<file path="src/sv/ldcu_pkg.sv">
// Shared package for the Lorentz-dispersive cell update block.
// Holds widths, command codes, the controller/datapath interface structs and helpers.
// Depends on nothing.
`default_nettype none
package ldcu_pkg;

  localparam int SLOTS_DEF        = 4096;
  localparam int MATERIALS_DEF    = 8;
  localparam int POLE_ENTRIES_DEF = 16;
  localparam int MAX_POLES_DEF    = 4;

  localparam int DATA_W  = 32;
  localparam int COEF_W  = 33;
  localparam int WIDE_W  = 48;
  localparam int PART_W  = 50;
  localparam int PROD_W  = 81;
  localparam int FRAC_SH = 28;

  localparam logic signed [COEF_W-1:0] ONE_Q28    = 33'sd268435456;
  localparam logic signed [PROD_W-1:0] ROUND_HALF = 81'sd134217728;

  localparam logic [1:0] CMD_UPDATE = 2'd0;
  localparam logic [1:0] CMD_POLE   = 2'd1;
  localparam logic [1:0] CMD_MAT    = 2'd2;

  localparam logic [1:0] DIG_HI  = 2'd0;
  localparam logic [1:0] DIG_MID = 2'd1;
  localparam logic [1:0] DIG_LO  = 2'd2;

  typedef enum logic [1:0] {
    AX_X = 2'd0,
    AX_Y = 2'd1,
    AX_Z = 2'd2
  } axis_t;

  typedef enum logic [2:0] {
    MUL_A1 = 3'd0,
    MUL_Z1 = 3'd1,
    MUL_C1 = 3'd2,
    MUL_C2 = 3'd3,
    MUL_C3 = 3'd4,
    MUL_A2 = 3'd5,
    MUL_Z2 = 3'd6,
    MUL_G2 = 3'd7
  } mul_op_t;

  typedef struct packed {
    logic      clr_we;
    logic      take;
    logic      ld_pole;
    logic      ld_mat;
    logic      axis_next;
    logic      walk_start;
    logic      walk_next;
    logic      rd_prev;
    logic      rd_pole;
    logic      mul_ld;
    logic      mul_go;
    logic [1:0] mul_dig;
    mul_op_t   mul_op;
    logic      mul_acc;
    logic      sum_clr;
    logic      jsum_clr;
    logic      e_fin;
    logic      j_wr;
    logic      prev_wr;
    logic      out_load;
  } ldcu_cmd_t;

  typedef struct packed {
    logic clr_last;
    logic no_poles;
    logic last_pole;
    logic last_axis;
  } ldcu_stat_t;

  // Remainder of a 12-bit value by a constant, by binary long division.
  function automatic logic [11:0] reduce_mod(input logic [11:0] v, input int unsigned m);
    logic [11:0] r;
    r = v;
    for (int k = 11; k >= 0; k--) begin
      if (((m << k) <= 32'd4095) && (32'(r) >= (m << k))) begin
        r = r - 12'(m << k);
      end
    end
    return r;
  endfunction

  // Clip to the signed 32-bit range; the top bit reports a clip.
  function automatic logic [DATA_W:0] sat32(input logic signed [WIDE_W-1:0] v);
    logic [DATA_W:0] r;
    if (v > 48'sd2147483647) begin
      r = {1'b1, 32'h7fffffff};
    end else if (v < -48'sd2147483648) begin
      r = {1'b1, 32'h80000000};
    end else begin
      r = {1'b0, v[DATA_W-1:0]};
    end
    return r;
  endfunction

endpackage
`default_nettype wire

</file>
<file path="src/sv/ldcu_ctrl.sv">
// Sequencing state machine for the Lorentz-dispersive cell update.
// Drives the datapath through command and status structs; uses ldcu_pkg.
`default_nettype none
module ldcu_ctrl import ldcu_pkg::*; (
  input  logic       clk,
  input  logic       rst_n,
  input  logic       in_valid,
  output logic       in_ready,
  input  logic [1:0] in_command,
  output logic       out_valid,
  input  logic       out_ready,
  input  ldcu_stat_t stat,
  output ldcu_cmd_t  cmd
);

  typedef enum logic [18:0] {
    S_CLEAR = 19'h00001,
    S_IDLE  = 19'h00002,
    S_LDP   = 19'h00004,
    S_LDM   = 19'h00008,
    S_AXIS  = 19'h00010,
    S_P1_RD = 19'h00020,
    S_P1_A  = 19'h00040,
    S_P1_Z  = 19'h00080,
    S_E_C1  = 19'h00100,
    S_E_C2  = 19'h00200,
    S_E_C3  = 19'h00400,
    S_E_FIN = 19'h00800,
    S_P2_RD = 19'h01000,
    S_P2_A  = 19'h02000,
    S_P2_Z  = 19'h04000,
    S_P2_G  = 19'h08000,
    S_P2_WR = 19'h10000,
    S_PWR   = 19'h20000,
    S_FIN   = 19'h40000
  } state_t;

  localparam logic [2:0] DIG_ACC = 3'd4;

  state_t     state_r, state_nxt;
  logic [2:0] dig_r, dig_nxt;
  logic       out_valid_r, out_valid_nxt;
  logic       is_mul, walk_after;
  mul_op_t    op;
  state_t     after_mul;

  always_comb begin
    state_nxt  = state_r;
    dig_nxt    = dig_r;
    cmd        = '0;
    is_mul     = 1'b0;
    walk_after = 1'b0;
    op         = MUL_A1;
    after_mul  = S_IDLE;
    in_ready   = (state_r == S_IDLE);
    unique case (state_r)
      S_CLEAR: begin
        cmd.clr_we = 1'b1;
        if (stat.clr_last) state_nxt = S_IDLE;
      end
      S_IDLE: begin
        if (in_valid) begin
          cmd.take = 1'b1;
          unique case (in_command)
            CMD_UPDATE: state_nxt = S_AXIS;
            CMD_POLE:   state_nxt = S_LDP;
            CMD_MAT:    state_nxt = S_LDM;
            default:    state_nxt = S_FIN;
          endcase
        end
      end
      S_LDP: begin
        cmd.ld_pole = 1'b1;
        state_nxt   = S_FIN;
      end
      S_LDM: begin
        cmd.ld_mat = 1'b1;
        state_nxt  = S_FIN;
      end
      S_AXIS: begin
        cmd.rd_prev    = 1'b1;
        cmd.sum_clr    = 1'b1;
        cmd.walk_start = 1'b1;
        state_nxt      = stat.no_poles ? S_E_C1 : S_P1_RD;
      end
      S_P1_RD: begin
        cmd.rd_pole = 1'b1;
        state_nxt   = S_P1_A;
      end
      S_P1_A: begin
        is_mul    = 1'b1;
        op        = MUL_A1;
        after_mul = S_P1_Z;
      end
      S_P1_Z: begin
        is_mul = 1'b1;
        op     = MUL_Z1;
        if (stat.last_pole) begin
          after_mul = S_E_C1;
        end else begin
          after_mul  = S_P1_RD;
          walk_after = 1'b1;
        end
      end
      S_E_C1: begin
        is_mul    = 1'b1;
        op        = MUL_C1;
        after_mul = S_E_C2;
      end
      S_E_C2: begin
        is_mul    = 1'b1;
        op        = MUL_C2;
        after_mul = S_E_C3;
      end
      S_E_C3: begin
        is_mul    = 1'b1;
        op        = MUL_C3;
        after_mul = S_E_FIN;
      end
      S_E_FIN: begin
        cmd.e_fin      = 1'b1;
        cmd.jsum_clr   = 1'b1;
        cmd.walk_start = 1'b1;
        state_nxt      = stat.no_poles ? S_PWR : S_P2_RD;
      end
      S_P2_RD: begin
        cmd.rd_pole = 1'b1;
        state_nxt   = S_P2_A;
      end
      S_P2_A: begin
        is_mul    = 1'b1;
        op        = MUL_A2;
        after_mul = S_P2_Z;
      end
      S_P2_Z: begin
        is_mul    = 1'b1;
        op        = MUL_Z2;
        after_mul = S_P2_G;
      end
      S_P2_G: begin
        is_mul    = 1'b1;
        op        = MUL_G2;
        after_mul = S_P2_WR;
      end
      S_P2_WR: begin
        cmd.j_wr     = 1'b1;
        cmd.jsum_clr = 1'b1;
        if (stat.last_pole) begin
          state_nxt = S_PWR;
        end else begin
          cmd.walk_next = 1'b1;
          state_nxt     = S_P2_RD;
        end
      end
      S_PWR: begin
        cmd.prev_wr = 1'b1;
        if (stat.last_axis) begin
          state_nxt = S_FIN;
        end else begin
          cmd.axis_next = 1'b1;
          state_nxt     = S_AXIS;
        end
      end
      S_FIN: begin
        if (!out_valid_r || out_ready) begin
          cmd.out_load = 1'b1;
          state_nxt    = S_IDLE;
        end
      end
      default: state_nxt = S_IDLE;
    endcase

    if (is_mul) begin
      cmd.mul_op = op;
      if (dig_r == DIG_ACC) begin
        cmd.mul_acc   = 1'b1;
        cmd.walk_next = walk_after;
        dig_nxt       = '0;
        state_nxt     = after_mul;
      end else begin
        dig_nxt = dig_r + 3'd1;
        if (dig_r == 3'd0) begin
          cmd.mul_ld = 1'b1;
        end else begin
          cmd.mul_go  = 1'b1;
          cmd.mul_dig = 2'(dig_r - 3'd1);
        end
      end
    end
  end

  always_comb begin
    out_valid_nxt = out_valid_r;
    if (cmd.out_load) begin
      out_valid_nxt = 1'b1;
    end else if (out_ready) begin
      out_valid_nxt = 1'b0;
    end
  end

  always_ff @(posedge clk) begin
    if (!rst_n) begin
      state_r     <= S_CLEAR;
      dig_r       <= '0;
      out_valid_r <= 1'b0;
    end else begin
      state_r     <= state_nxt;
      dig_r       <= dig_nxt;
      out_valid_r <= out_valid_nxt;
    end
  end

  assign out_valid = out_valid_r;

endmodule
`default_nettype wire

</file>
<file path="config.mk">
export PLATFORM = sky130hd
export DESIGN_NAME = ldcu_ctrl
export DESIGN_NICKNAME = d
export VERILOG_FILES = /design/src/sv/ldcu_pkg.sv /design/src/sv/ldcu_ctrl.sv
export SDC_FILE = /design/constraint.sdc
export NUM_CORES = 1
export LEC_CHECK = 0
export ABC_AREA = 1
export BUFFER_PORTS_ARGS = -buffer_cell sky130_fd_sc_hd__buf_4
export CAP_MARGIN = 10
export CELL_PAD_IN_SITES_DETAIL_PLACEMENT = 2
export CELL_PAD_IN_SITES_GLOBAL_PLACEMENT = 2
export CORE_ASPECT_RATIO = 1.2
export CORE_MARGIN = 1.5
export CORE_UTILIZATION = 29
export DETAILED_ROUTE_END_ITERATION = 8
export GPL_TIMING_DRIVEN = 1
export PLACE_DENSITY = 0.83
export REMOVE_ABC_BUFFERS = 1
export SYNTH_ARGS = -nofsm -noshare
export SYNTH_HDL_FRONTEND = slang
export SYNTH_SLANG_ARGS = --single-unit
</file>
<file path="constraint.sdc">
create_clock -name clk -period 2.2 [get_ports clk]
set_input_delay 0.22 -clock clk [delete_from_list [all_inputs] [get_ports clk]]
set_output_delay 0.22 -clock clk [all_outputs]
set_load 0.02 [all_outputs]
</file>
==> reports/results.tsv <==
stage	metric	value	unit
outcome	outcome	complete, but fails checks	
outcome	violated checks	setup timing	
yosys	post-synth top area share	28.5	%
worst_setup_path	R2R cell count	16	
routing	vias	1968	
yosys	register area share after synthesis	28.5	%
yosys	main combinational cell family by area after synthesis	simple AND/OR/NAND/NOR gates	
global_routing	antenna violations before repair	0	
yosys	largest cells by area after synthesis	dfxtp_1 28%, inv_1 11%, nand2_1 10%, nor2_1 7.7%, nand3_1 7.4%	
worst_setup_path	Setup CP Type	flop to output port	
routing	antenna viol nets, final	0	
hold_path	Hold WC Path Type	primary input to flop	
power	leak pwr	1.26	nW
worst_setup_path	crit-path max FO	5	
placement	port bufs	34	
floorplan	Starting Density	30.3	%
hold_path	hold wc startpoint	stat[3]	
floorplan	Die ar.	6040	um2
placement	placed instance area	1970	um2
floorplan	die width	71.2	um
clock_network	clk_lat worst skew	0.29	ns
yosys	Top FF cell, synth	dfxtp_1	
routing	WL final	8.34	mm
layout	antenna cell count	0	
sta	Final Skew	0.00480	ns
yosys	Post-synth top cells	48 x inv_1, 44 x nand2_1, 33 x nor2_1	
clock_network	H-tree depth	1	
floorplan	Core Region	5330	um2
placement	Cells after DPL	344	
global_routing	first-pass GRT wire length	10.4	mm
clock_network	CTS tree	done	
yosys	Mapped Area	1620	um2
sta	post-layout worst setup margin	-0.124	ns
sta	Fmax achieved	0.430	GHz
sta	Worst-Margin Slew	0.358	ns
layout	final cell area excluding filler cells	2550	um2
clock_network	CTS clk-pin slew, worst paths	0.09	ns
yosys	number of flops mapped to enable cells by yosys	0	
yosys	synthesized area per cell	6.60	um2
yosys	synth unique cells	29	
worst_setup_path	crit path from	state_r[6]$_SDFF_PN0_	
global_routing	total gr overflow	0	
routing	DR WL/cell	21.7	um
layout	Layout area overhead	57.4	%
routing	router iterations before antenna repair	4	
clock_network	CTS Buf Count	3	
yosys	post-synthesis mux area share	0	%
yosys	post-synth top area cell	dfxtp_1	
yosys	yosys warns	0	
routing	DR vias/cell	5.13	
placement	dpl hpwl	4.46	mm
layout	fin nets	338	
sta	RSZ-0062 raised after global routing	yes	
worst_setup_path	Startpoint Class	flop	
yosys	XOR/XNOR Fraction of Synth Area	0	%
run	maxcap violations	0	
global_routing	Tot GR Track Use	22.0	%
routing	1st-iter DRT viols	61	
routing	DRC viols	0	
layout	share of cells above drive strength 1	45.3	%
sta	Max Slew Vio Count	0	
layout	non-filler cells, final	384	
worst_setup_path	cells along the critical path	nor2_2 -> nand2_2 -> nor2_4 -> buf_6 -> nand3_4 -> nand2_4 -> nor2_4 -> nand2_4 -> buf_4 -> nand2_1 -> nor2_1 -> buf_4	
worst_setup_path	Worst EP required	1.98	ns
floorplan	placement row count	29	
worst_setup_path	crit path capture type	output port	
sta	worst hold slack	0.113	ns
clock_network	maximum clock path buffer count	2	
power	Power per Cell Area	361	nW/um2
sta	final hold vios	0	
yosys	Synth Area in Simple Gates	46.3	%
global_routing	largest net degree at the start of global routing	13	
worst_setup_path	Slowest-stage cell, CP	dfxtp_1	
clock_network	Root Driver	clkbuf_8	
global_routing	vias in the first global route	2034	
worst_setup_path	CP max stage delay	0.39	ns
yosys	async set-reset flop share out of synthesis	0	%
placement	GP Congestion	0.769	
floorplan	die height	84.8	um
worst_setup_path	Critical R2R Launch	state_r[6]$_SDFF_PN0_	
hold_path	worst hold path depth	2	
sta	Slew headroom	76.1	%
yosys	count leader, synth	inv_1	
power	overall power	0.918	mW
yosys	Synth Area in Compound Gates	8.74	%
sta	post-layout minimum cycle time	2.32	ns
floorplan	Top Ports	35	
sta	Period Utilization, post-route	106	%
worst_setup_path	worst path arrival time	2.10	ns
yosys	Synth Area in Adders	3.87	%
clock_network	Sink Count	23	
sta	Setup-failing EPs final	16	
yosys	Mapped Cells	245	
yosys	FF+latch count, synth	23	
power	VDD IR-drop max	210	uV
## layer usage
layer / track usage, % / wire, um / vias up
met1: 25.5 / 3360 / 985
met2: 42.0 / 4530 / 45
met5: 0 / 0 / -
met4: 5.66 / 257 / 0
met3: 2.26 / 196 / 19
li1: - / - / 919
## critical path, delay by kind of cell, from the launching register on
| kind | cells | cell delay (ns) |
|---|---|---|
| and+or+nand+nor | 9 | 0.98 |
| DFF | 1 | 0.39 |
| buffers and inverters | 3 | 0.43 |
## power breakdown
group / switching (mW) / internal (mW) / leakage, nW
logic: 0.122 / 0.0724 / 1.05
clock network: 0.167 / 0.131 / 0.0228
registers: 0.00602 / 0.420 / 0.190
total: 0.295 / 0.623 / 1.26
## sequential cells by signal (all words and copies together) (netlist names)
| name | cells |
|---|---|
| out_valid | 1 |
| state_r | 19 |
| dig_r | 3 |
## layout by cell type, fill, tap and decap left out, types with 2 or more instances in the layout
master and instances:
nand2_4 7, ha_1 5, dfxtp_1 15, nand4_1 2, a21oi_1 11, nor2_2 12
nand3_4 6, nor3_1 8, nor2_1 23, dfxtp_2 7, clkbuf_8 3, buf_4 67
nand3_1 20, nand3_2 2, o21ai_0 4, nor2_4 11, nand2_1 36, inv_1 46
nand2_2 7, nor3_2 2, buf_6 6, inv_2 2, a21oi_2 3
## worst paths after layout
kind	endpoint	slack (ns)
max	cmd[13]	-0.12
min	state_r[0]$_SDFF_PN1_	0.11
max reg2reg	state_r[5]$_SDFF_PN0_	-0.05
min reg2reg	dig_r[1]$_SDFFE_PN0N_	0.57
## stage by stage
stage,setup slack [ns],utilization [%],TNS (ns)
floorplan,0.418,-,0
global placement,0.210,37.0,0
detailed placement,0.115,37.0,0
CTS,-0.0200,41.4,-0.0200
global route,-0.211,47.7,-2.65
finish,-0.124,47.7,-0.600
## what timing repair did
action / 4_1_cts / 5_1_grt
hold buffers: 0 / 0
setup endpoints to repair: 5 / 24
resized for setup: 25 / 41
buffers inserted: 12 / 24
pin swaps: 13 / 19
cloned: 0 / 0
## logic make-up after synthesis
kind of cell             count (synthesis)
flip-flops                              23
buffers and inverters                   52
adder cells (fa/ha/maj)                  5
AO/OA/AOI/OAI                           23
AND/OR/NAND/NOR                        142
## area by class of cell
cell class / instances / area [um2]
clock buffer: 4 / 45.0
sequential: 23 / 473
timing repair buffer: 75 / 606
tap: 62 / 77.6
inverter: 50 / 203
multi-input combinational: 170 / 1140
fill: 626 / 2790
(Power assumes the default switching activity.)
